--- src/rtl/core/asfdp_pkg.sv ---
// Shared types and constants of the ASF data-packet header parser.
// No dependencies; imported by the parse core and the top level.
package asfdp_pkg;

    typedef enum logic [4:0] {
        PH_FIRST   = 5'd0,
        PH_ECSKIP  = 5'd1,
        PH_LENTYPE = 5'd2,
        PH_PROP    = 5'd3,
        PH_PSIZE   = 5'd4,
        PH_SEQ     = 5'd5,
        PH_PAD     = 5'd6,
        PH_TIME    = 5'd7,
        PH_PFLAGS  = 5'd8,
        PH_STREAM  = 5'd9,
        PH_MOBJ    = 5'd10,
        PH_OFFSET  = 5'd11,
        PH_REPLEN  = 5'd12,
        PH_REPSKIP = 5'd13,
        PH_PLEN    = 5'd14,
        PH_PAYSKIP = 5'd15,
        PH_PADSKIP = 5'd16
    } phase_t;

    localparam int unsigned SETTLE_STEPS = 7;
    localparam logic [31:0] TIME_FIELD_LEN = 32'd6;
    localparam logic [31:0] PLEN_FIELD_LEN = 32'd2;
    localparam logic [31:0] BYTE_FIELD_LEN = 32'd1;
    localparam logic [31:0] COUNT_MAX      = 32'hFFFF_FFFF;

    typedef struct packed {
        phase_t      phase;
        logic [7:0]  ltf;
        logic [7:0]  pf;
        logic [31:0] bl;
        logic [31:0] acc;
        logic [1:0]  idx;
        logic [31:0] ps;
        logic [31:0] pad;
        logic [31:0] hdr;
        logic [6:0]  stream;
        logic [31:0] obj;
        logic [5:0]  pl;
        logic        mm;
    } parse_state_t;

    typedef struct packed {
        logic [6:0]  stream;
        logic [31:0] obj;
        logic [31:0] size;
        logic        last;
        logic        under;
    } payload_rec_t;

    typedef struct packed {
        parse_state_t st;
        logic         rec_valid;
        payload_rec_t rec;
    } step_t;

endpackage

--- src/rtl/core/asfdp_parse_core.sv ---
// Parse state and combinational byte step of the ASF data-packet header parser.
// Depends on asfdp_pkg.
module asfdp_parse_core
    import asfdp_pkg::*;
(
    input  logic         clk,
    input  logic         rst_n,
    input  logic         fire,
    input  logic [7:0]   data_byte,
    input  logic [31:0]  min_packet_size,
    output logic         rec_valid,
    output payload_rec_t rec
);

    parse_state_t       state_reg;
    parse_state_t       state_next;
    logic signed [32:0] room_reg;
    logic signed [32:0] room_next;
    logic [31:0]        total;
    logic [31:0]        hdr_step;
    logic [33:0]        size_diff;
    logic [31:0]        single_size;
    logic               single_under;
    logic               is_first;
    step_t              step_res;

    function automatic logic [31:0] code_len(input logic [1:0] c);
        logic [31:0] r;
        r = (c == 2'd3) ? 32'd4 : {30'd0, c};
        return r;
    endfunction

    function automatic logic [31:0] phase_len(input parse_state_t s);
        logic [31:0] r;
        case (s.phase)
            PH_PSIZE:   r = code_len(s.ltf[6:5]);
            PH_SEQ:     r = code_len(s.ltf[2:1]);
            PH_PAD:     r = code_len(s.ltf[4:3]);
            PH_TIME:    r = TIME_FIELD_LEN;
            PH_MOBJ:    r = code_len(s.pf[5:4]);
            PH_OFFSET:  r = code_len(s.pf[3:2]);
            PH_REPLEN:  r = code_len(s.pf[1:0]);
            PH_PLEN:    r = PLEN_FIELD_LEN;
            PH_ECSKIP:  r = s.bl;
            PH_REPSKIP: r = s.bl;
            PH_PAYSKIP: r = s.bl;
            PH_PADSKIP: r = s.bl;
            default:    r = BYTE_FIELD_LEN;
        endcase
        return r;
    endfunction

    function automatic step_t complete_fn(input step_t x, input logic [31:0] v,
                                          input logic [31:0] sz, input logic un);
        step_t y;
        y = x;
        case (x.st.phase)
            PH_ECSKIP:  y.st.phase = PH_LENTYPE;
            PH_LENTYPE:
            begin
                y.st.ltf   = v[7:0];
                y.st.phase = PH_PROP;
            end
            PH_PROP:
            begin
                y.st.pf    = v[7:0];
                y.st.mm    = x.st.ltf[0];
                y.st.phase = PH_PSIZE;
            end
            PH_PSIZE:
            begin
                y.st.ps    = v;
                y.st.phase = PH_SEQ;
            end
            PH_SEQ:     y.st.phase = PH_PAD;
            PH_PAD:
            begin
                y.st.pad   = v;
                y.st.phase = PH_TIME;
            end
            PH_TIME:    y.st.phase = x.st.mm ? PH_PFLAGS : PH_STREAM;
            PH_PFLAGS:
            begin
                y.st.pl = v[5:0];
                if (v[5:0] != 6'd0)
                begin
                    y.st.phase = PH_STREAM;
                end
                else
                begin
                    y.st.bl    = x.st.pad;
                    y.st.phase = PH_PADSKIP;
                end
            end
            PH_STREAM:
            begin
                y.st.stream = v[6:0];
                y.st.phase  = PH_MOBJ;
            end
            PH_MOBJ:
            begin
                y.st.obj   = v;
                y.st.phase = PH_OFFSET;
            end
            PH_OFFSET:  y.st.phase = PH_REPLEN;
            PH_REPLEN:
            begin
                y.st.bl    = v;
                y.st.phase = PH_REPSKIP;
            end
            PH_REPSKIP:
            begin
                if (x.st.mm)
                begin
                    y.st.phase = PH_PLEN;
                end
                else
                begin
                    y.rec_valid  = 1'b1;
                    y.rec.stream = x.st.stream;
                    y.rec.obj    = x.st.obj;
                    y.rec.size   = sz;
                    y.rec.last   = 1'b1;
                    y.rec.under  = un;
                    y.st.bl      = sz;
                    y.st.phase   = PH_PAYSKIP;
                end
            end
            PH_PLEN:
            begin
                y.rec_valid  = 1'b1;
                y.rec.stream = x.st.stream;
                y.rec.obj    = x.st.obj;
                y.rec.size   = {16'd0, v[15:0]};
                y.rec.last   = (x.st.pl == 6'd1);
                y.rec.under  = 1'b0;
                y.st.pl      = x.st.pl - 6'd1;
                y.st.bl      = {16'd0, v[15:0]};
                y.st.phase   = PH_PAYSKIP;
            end
            PH_PAYSKIP:
            begin
                if (x.st.mm && (x.st.pl != 6'd0))
                begin
                    y.st.phase = PH_STREAM;
                end
                else
                begin
                    y.st.bl    = x.st.pad;
                    y.st.phase = PH_PADSKIP;
                end
            end
            default:    y.st.phase = PH_FIRST;
        endcase
        return y;
    endfunction

    assign is_first = (state_reg.phase == PH_FIRST) || (state_reg.phase > PH_PADSKIP);

    always_comb
    begin
        if (is_first)
        begin
            hdr_step = 32'd1;
        end
        else if (state_reg.hdr == COUNT_MAX)
        begin
            hdr_step = state_reg.hdr;
        end
        else
        begin
            hdr_step = state_reg.hdr + 32'd1;
        end
    end

    // Hold packet room less padding, ready for the single-payload size.
    assign total     = (state_reg.ps < min_packet_size) ? min_packet_size : state_reg.ps;
    assign room_next = $signed({1'b0, total}) - $signed({1'b0, state_reg.pad});

    assign size_diff    = {room_reg[32], room_reg} - {2'b00, hdr_step};
    assign single_under = size_diff[33];
    assign single_size  = single_under ? 32'd0 : size_diff[31:0];

    always_comb
    begin
        step_t       x;
        logic [31:0] len;
        logic        need;
        x           = '0;
        x.st        = state_reg;
        x.st.hdr    = hdr_step;
        len         = '0;
        need        = 1'b0;
        if (is_first)
        begin
            if (data_byte[7])
            begin
                x.st.bl    = {28'd0, data_byte[3:0]};
                x.st.phase = PH_ECSKIP;
            end
            else
            begin
                x.st.ltf   = data_byte;
                x.st.phase = PH_PROP;
            end
            need = 1'b1;
        end
        else
        begin
            case (state_reg.phase)
                PH_PSIZE, PH_PAD, PH_MOBJ, PH_REPLEN, PH_PLEN:
                begin
                    x.st.acc = state_reg.acc
                             | ({24'd0, data_byte} << {state_reg.idx, 3'b000});
                    x.st.idx = state_reg.idx + 2'd1;
                end
                PH_LENTYPE, PH_PROP, PH_PFLAGS, PH_STREAM:
                begin
                    x.st.acc = {24'd0, data_byte};
                end
                default:
                begin
                    x.st.acc = state_reg.acc;
                end
            endcase
            x.st.bl = state_reg.bl - 32'd1;
            if (x.st.bl == 32'd0)
            begin
                x    = complete_fn(x, x.st.acc, single_size, single_under);
                need = 1'b1;
            end
        end
        // Advance through empty fields until one that takes bytes.
        for (int i = 0; i < SETTLE_STEPS; i++)
        begin
            if (need)
            begin
                len = phase_len(x.st);
                if (len == 32'd0)
                begin
                    x = complete_fn(x, 32'd0, single_size, single_under);
                end
                else
                begin
                    x.st.bl  = len;
                    x.st.acc = 32'd0;
                    x.st.idx = 2'd0;
                    need     = 1'b0;
                end
            end
        end
        step_res = x;
    end

    always_comb
    begin
        state_next = fire ? step_res.st : state_reg;
    end

    always_comb
    begin
        rec_valid = step_res.rec_valid;
        rec       = step_res.rec;
    end

    always_ff @(posedge clk or negedge rst_n)
    begin
        if (!rst_n)
        begin
            state_reg <= '{phase: PH_FIRST, default: '0};
        end
        else
        begin
            state_reg <= state_next;
        end
    end

    always_ff @(posedge clk)
    begin
        room_reg <= room_next;
    end

endmodule

--- src/rtl/core/asf_data_packet_header_parser_top.sv ---
// Top level of the ASF data-packet header parser: handshakes, config register, result register.
// Depends on asfdp_pkg and asfdp_parse_core.
//
// Takes one stream byte per cycle, sustained while the result side does not stall, with no gaps
// between packets. A byte waits in the input register, then a combinational parse step updates
// the header state and, where the byte finishes a payload header, loads the result register.
// Empty size fields and empty skips resolve inside that step. The result register holds under
// back pressure while one more byte waits in the input register. Write min_packet_size only when
// no byte is in flight.
module asf_data_packet_header_parser_top
    import asfdp_pkg::*;
(
    input  logic        clk,
    input  logic        rst_n,
    input  logic        in_valid,
    output logic        in_stall,
    input  logic [7:0]  data_byte,
    output logic        out_valid,
    input  logic        out_stall,
    output logic [6:0]  stream_number,
    output logic [31:0] media_object_number,
    output logic [31:0] payload_len,
    output logic        last_of_packet,
    output logic        size_underflow,
    input  logic        cfg_valid,
    output logic        cfg_ready,
    input  logic [31:0] cfg_data
);

    logic         in_valid_reg;
    logic         in_valid_next;
    logic [7:0]   in_data_reg;
    logic         out_valid_reg;
    logic         out_valid_next;
    payload_rec_t out_rec_reg;
    logic [31:0]  min_size_reg;
    logic         out_free;
    logic         fire;
    logic         in_accept;
    logic         rec_valid;
    payload_rec_t rec;

    assign out_free  = !out_valid_reg || !out_stall;
    assign fire      = in_valid_reg && out_free;
    assign in_stall  = in_valid_reg && !out_free;
    assign in_accept = in_valid && !in_stall;
    assign cfg_ready = 1'b1;

    asfdp_parse_core u_parse_core (
        .clk             (clk),
        .rst_n           (rst_n),
        .fire            (fire),
        .data_byte       (in_data_reg),
        .min_packet_size (min_size_reg),
        .rec_valid       (rec_valid),
        .rec             (rec)
    );

    always_comb
    begin
        if (in_accept)
        begin
            in_valid_next = 1'b1;
        end
        else if (fire)
        begin
            in_valid_next = 1'b0;
        end
        else
        begin
            in_valid_next = in_valid_reg;
        end
    end

    always_comb
    begin
        if (out_free)
        begin
            out_valid_next = fire && rec_valid;
        end
        else
        begin
            out_valid_next = out_valid_reg;
        end
    end

    always_ff @(posedge clk or negedge rst_n)
    begin
        if (!rst_n)
        begin
            in_valid_reg  <= 1'b0;
            out_valid_reg <= 1'b0;
            min_size_reg  <= 32'd0;
        end
        else
        begin
            in_valid_reg  <= in_valid_next;
            out_valid_reg <= out_valid_next;
            if (cfg_valid && cfg_ready)
            begin
                min_size_reg <= cfg_data;
            end
        end
    end

    always_ff @(posedge clk)
    begin
        if (in_accept)
        begin
            in_data_reg <= data_byte;
        end
        if (fire && rec_valid)
        begin
            out_rec_reg <= rec;
        end
    end

    assign out_valid           = out_valid_reg;
    assign stream_number       = out_rec_reg.stream;
    assign media_object_number = out_rec_reg.obj;
    assign payload_len         = out_rec_reg.size;
    assign last_of_packet      = out_rec_reg.last;
    assign size_underflow      = out_rec_reg.under;

endmodule

--- config.mk ---
export PLATFORM = sky130hd
export DESIGN_NAME = asf_data_packet_header_parser_top
export DESIGN_NICKNAME = d
export VERILOG_FILES = /design/src/rtl/core/asfdp_pkg.sv /design/src/rtl/core/asfdp_parse_core.sv /design/src/rtl/core/asf_data_packet_header_parser_top.sv
export SDC_FILE = /design/constraint.sdc
export NUM_CORES = 2
export LEC_CHECK = 0
export BUFFER_PORTS_ARGS = -buffer_cell sky130_fd_sc_hd__buf_2
export CAP_MARGIN = 0
export CORE_ASPECT_RATIO = 1.5
export CORE_UTILIZATION = 64
export CTS_CLUSTER_SIZE = 20
export DETAILED_ROUTE_END_ITERATION = 12
export GPL_ROUTABILITY_DRIVEN = 1
export PLACE_DENSITY_LB_ADDON = 0.12
export SYNTH_ARGS = -nofsm -noshare
export SYNTH_HDL_FRONTEND = slang
export SYNTH_HIERARCHICAL = 1
export SYNTH_SLANG_ARGS = --single-unit
--- constraint.sdc ---
create_clock -name clk -period 21.3 [get_ports clk]
set_clock_uncertainty 0.2 [all_clocks]
set_input_delay 2.13 -clock clk [delete_from_list [all_inputs] [get_ports clk]]
set_output_delay 2.13 -clock clk [all_outputs]
set_load 0.02 [all_outputs]
==> impl_metrics.csv, run 1 <==
group,metric,value,unit
synthesis,yosysTopAreaCellShare,0.198,
synthesis,synth_area_per_cell,7.69,um2
die,start_util,0.649,
synthesis,synthArstFlopShare,0.695,
synthesis,synth_xor_area_frac,0.0286,
synthesis,synth_top_family_by_area,"compound AO/OA/AOI/OAI gates",
cts,cts_setup_buffers,0,
place,gp_congestion,1.31,
place,io_buffers,119,
synthesis,yosysUniqueCellTypes,120,
die,pin_count,121,
status,status,"stopped before the end",
synthesis,ys_ff_latch,374,
synthesis,ys_seq_area_frac,0.293,
die,fp.dieH,279,um
global_routing,grt_start_max_net_pins,81,
die,rows,101,
global_routing,grt_usage,0.851,
cts,ctsLongestPathBuffers,3,
status,firstError,"[ERROR GRT-0116] Global routing finished with congestion. Check the congestion regions in the DRC Viewer.",
cts,ctsResizeCount,0,
cts,numCtsBuffers,37,
place,dp_hpwl,138000,um
status,lastStage,"global routing (5_1_grt)",
synthesis,synth-edff-count,81,
synthesis,syn-num-nets,4415,
synthesis,yosys-top-cells-count,"546 x nand2_1, 424 x o21ai_0, 378 x nor2_1, 347 x a21oi_1, 260 x dfrtp_1",
synthesis,yosysTopAreaCell,"dfrtp_1",
synthesis,ys.flop_type,"dfrtp_1",
cts,root_buffer,"clkbuf_16",
synthesis,synthAdderAreaFrac,0.0421,
synthesis,synth.area.top_cells,"dfrtp_1 20%, edfxtp_1 7.4%, o21ai_0 6.5%",
cts,cts_sinks,374,
die,die_w,187,um
synthesis,synth_area,0.0328,mm2
global_routing,grt_pass1_vias,45554,
synthesis,synth_mux_area_frac,0.0440,
synthesis,synth-compound-area-share,0.296,
synthesis,synth_cells,4261,
cts,htree_levels,2,
place,placed_cell_area,0.0338,mm2
synthesis,synth_most_common_cell,"nand2_1",
synthesis,ys_warn_count,6,
global_routing,grt_pass1_wl,340000,um
global_routing,overflow,1420,
synthesis,synth_simple_gate_area_share,0.230,
cts,cts-hold-fix-buffers,0,
per-layer routing:
metal / track usage / overflow
met4: 0.891 / 416
met5: 0.341 / 1
met1: 0.828 / 18
met2: 1.04 / 946
met3: 0.681 / 39
kinds of logic after synthesis:
group                      count (synthesis)
buffers and inverters                    471
and+or+nand+nor                         1566
other                                      1
muxes                                    122
DFF                                      374
adders and majority gates                109
AOI/OAI and AO/OA                       1511
xor gates and xnor gates                 107
metrics by stage:
step | util | instances | setup WS [ps]
detailed placement | 0.668 | 4844 | 4080
floorplan | - | 4261 | 5570
CTS | 0.692 | 4911 | 3710
global placement | 0.668 | 4844 | 4450
==> run 2: changes to the inputs <==
CORE_ASPECT_RATIO = unset   (was 1.5)
CORE_UTILIZATION = 40   (was 64)
CTS_CLUSTER_SIZE = unset   (was 20)
PLACE_DENSITY_LB_ADDON = 0.15   (was 0.12)
==> run 2 against run 1 <==
  * The flow now finishes, with violations (DRC)
  * Synthesized cell count is the same
  * Synthesized area stayed put
==> impl_metrics.csv, run 2 <==
group,metric,value,unit
route,m1WireLength,77000,um
critical_path,critPathRequiredTime,21640,ps
min_path,hold_end,"u_parse_core/state_reg[7]",
synthesis,synth_cells,4261,
synthesis,ys_seq_area_frac,0.293,
global_routing,grt_start_max_net_pins,75,
min_path,hold_start,"u_parse_core/state_reg[7]",
critical_path,r2r-start,"u_parse_core/state_reg[53]",
synthesis,yosysTopAreaCellShare,0.198,
timing,setup_violations,0,
finish,final_common_cell,"nand2_1",
place,dp_hpwl,151000,um
finish,fin_cells,5347,
critical_path,cp-start-kind,"flop",
synthesis,yosysTopAreaCell,"dfrtp_1",
synthesis,ys.flop_type,"dfrtp_1",
die,die_w,288,um
die,core_area,0.0808,mm2
critical_path,cp-startpoint,"u_parse_core/state_reg[53]",
critical_path,max_stage_delay,1010,ps
cts,numCtsBuffers,46,
place,pre_cts_ws,4080,ps
synthesis,synth_simple_gate_area_share,0.230,
critical_path,worst_path_max_delay_cell,"nor2_1",
timing,max_freq,0.0551,GHz
place,gp_congestion,1.10,
finish,drive_gt1_frac,0.135,
synthesis,synth-compound-area-share,0.296,
route,drt_iter0_drc,5295,
critical_path,critPathCaptureType,"flop",
finish,fill_cells,8249,
synthesis,yosysUniqueCellTypes,120,
synthesis,synth_top_family_by_area,"compound AO/OA/AOI/OAI gates",
status,violations,"DRC",
synthesis,synth_most_common_cell,"nand2_1",
route,vias,37186,
route,ant_nets,0,
timing,hold_violations,0,
synthesis,synthAdderAreaFrac,0.0421,
min_path,holdPathStages,2,
die,start_util,0.406,
die,pin_count,121,
synthesis,synth_mux_area_frac,0.0440,
timing,setup_ws,3170,ps
die,fp.dieH,288,um
synthesis,synth_area,0.0328,mm2
power,ir_drop,0.000227,V
synthesis,synth-edff-count,81,
timing,setup_tns,0,ps
synthesis,synth.area.top_cells,"dfrtp_1 20%, edfxtp_1 7.4%, o21ai_0 6.5%",
finish,area_delta_synth_final,10.1,%
global_routing,overflow,0,
cts,ctsResizeCount,0,
timing,fin_crit,18130,ps
cts,cts_sinks,374,
timing,fin_crit_sh,0.851,
power,p_leak,0.0140,uW
global_routing,grt_usage,0.454,
critical_path,worstRegToRegCells,51,
cts,clkTransAtPathRegs,60,ps
critical_path,ff2ff_setup_slack,3170,ps
critical_path,criticalPathCategory,"flop to flop",
finish,post-route-cell-area,0.0361,mm2
finish,final-seq-area,0.00960,mm2
synthesis,synth_xor_area_frac,0.0286,
place,dp_cells,5253,
timing,hold_slack,281,ps
route,via_per_inst,6.95,
route,drcViolationCount,6,
synthesis,yosys-top-cells-count,"546 x nand2_1, 424 x o21ai_0, 378 x nor2_1, 347 x a21oi_1, 260 x dfrtp_1",
finish,nets,4396,
power,p_per_area,185,mW/mm2
route,dr_wl_met2,78500,um
synthesis,ys_ff_latch,374,
cts,cts-hold-fix-buffers,0,
finish,largest_register_ffs,226,
synthesis,syn-num-nets,4415,
synthesis,synth_area_per_cell,7.69,um2
route,wl,193000,um
timing,grt_setup_unrepaired,"no",
timing,slew_headroom,0.115,
cts,root_buffer,"clkbuf_16",
place,io_buffers,119,
timing,maxSlewViolCount,0,
finish,multi_input_area,0.0212,mm2
route,wl_met3,22800,um
route,first_pass_iters,11,
die,die-area,0.0831,mm2
cts,htree_levels,2,
place,placed_cell_area,0.0344,mm2
global_routing,grt_pass1_vias,34234,
cts,clock_latency,660,ps
job,maxCapViolCount,0,
timing,worstMarginPinSlew,1320,ps
cts,tritoncts,"yes",
critical_path,cp_common_cell,"nor2_1",
route,wl_per_cell,36.2,um
die,rows,104,
min_path,hold_class,"flop to flop",
synthesis,ys_warn_count,6,
synthesis,synthArstFlopShare,0.695,
critical_path,cp_max_fo,32,
status,status,"finished with violations",
critical_path,r2r_end,"u_parse_core/state_reg[228]",
cts,ctsLongestPathBuffers,3,
route,top_layer,"met5",
critical_path,worstPathArrival,18470,ps
finish,final_cell_mix,"546 x nand2_1, 421 x o21ai_0, 377 x nor2_1",
global_routing,grt_pass1_wl,267000,um
global_routing,antenna_found_initial,16,
cts,cts_setup_buffers,0,
==> run 2: cell counts after synthesis <==
No cell type changed its count.
==> run 2: worst max-delay path: cells and delay by family, from the launching register on <==
family / cells / cell delay [ps]
AO/OA/AOI/OAI: 17 / 6870
XOR/XNOR: 1 / 60
adder cells (fa/ha/maj): 1 / 220
buffers and inverters: 4 / 920
flip-flops: 1 / 390
AND/OR/NAND/NOR: 28 / 9300
==> run 2: cells by family (layout without fill, tap and decap cells) <==
kind of cell	Yosys count	in the layout
and+or+nand+nor	1566	1566
AOI/OAI and AO/OA	1511	1511
buffers and inverters	471	490
DFF	374	374
muxes	122	122
adders and majority gates	109	109
xor gates and xnor gates	107	107
other	1	8
==> run 2: how the worst max path moves through the flow <==
| stage | to | slack, ps | depth (start not counted) |
|---|---|---|---|
| after floorplan | last_of_packet | 5570 | 45 |
| after global placement | u_parse_core/state_reg[228] | 4330 | 51 |
| after detailed placement | u_parse_core/state_reg[228] | 4080 | 51 |
| after CTS | u_parse_core/state_reg[228] | 4020 | 51 |
| after global routing | u_parse_core/state_reg[228] | 2560 | 51 |
| final | u_parse_core/state_reg[228] | 3170 | 51 |
==> run 2: report_power, final <==
| part | total (uW) | switching (uW) | internal, uW |
|---|---|---|---|
| clock | 847 | 363 | 484 |
| combinational | 4820 | 3570 | 1250 |
| sequential | 1010 | 186 | 829 |
| total | 6680 | 4120 | 2560 |
==> run 2: through the flow <==
step                      utilization  power (uW)
final                           0.446        6680
after global routing            0.446        6790
after CTS                       0.446        6360
after floorplan                     -        3570
after detailed placement        0.426        5490
after global placement          0.426        5560
==> run 2: final cells by class <==
type / instances / share of cell area
sequential: 374 / 0.266
clock buffer: 54 / 0.0341
inverter: 126 / 0.0131
multi-input combinational: 3416 / 0.589
antenna: 7 / 0.000486
tap: 1060 / 0.0368
timing repair buffer: 278 / 0.0499
clock inverter: 32 / 0.0108
==> run 2: per-layer routing <==
| layer | vias to the layer above | global-route usage |
|---|---|---|
| li1 | 15711 | - |
| met4 | 16 | 0.296 |
| met1 | 18156 | 0.590 |
| met5 | - | 0 |
| met3 | 658 | 0.140 |
| met2 | 2645 | 0.646 |
No activity file was read; power rests on OpenSTA's default activity.
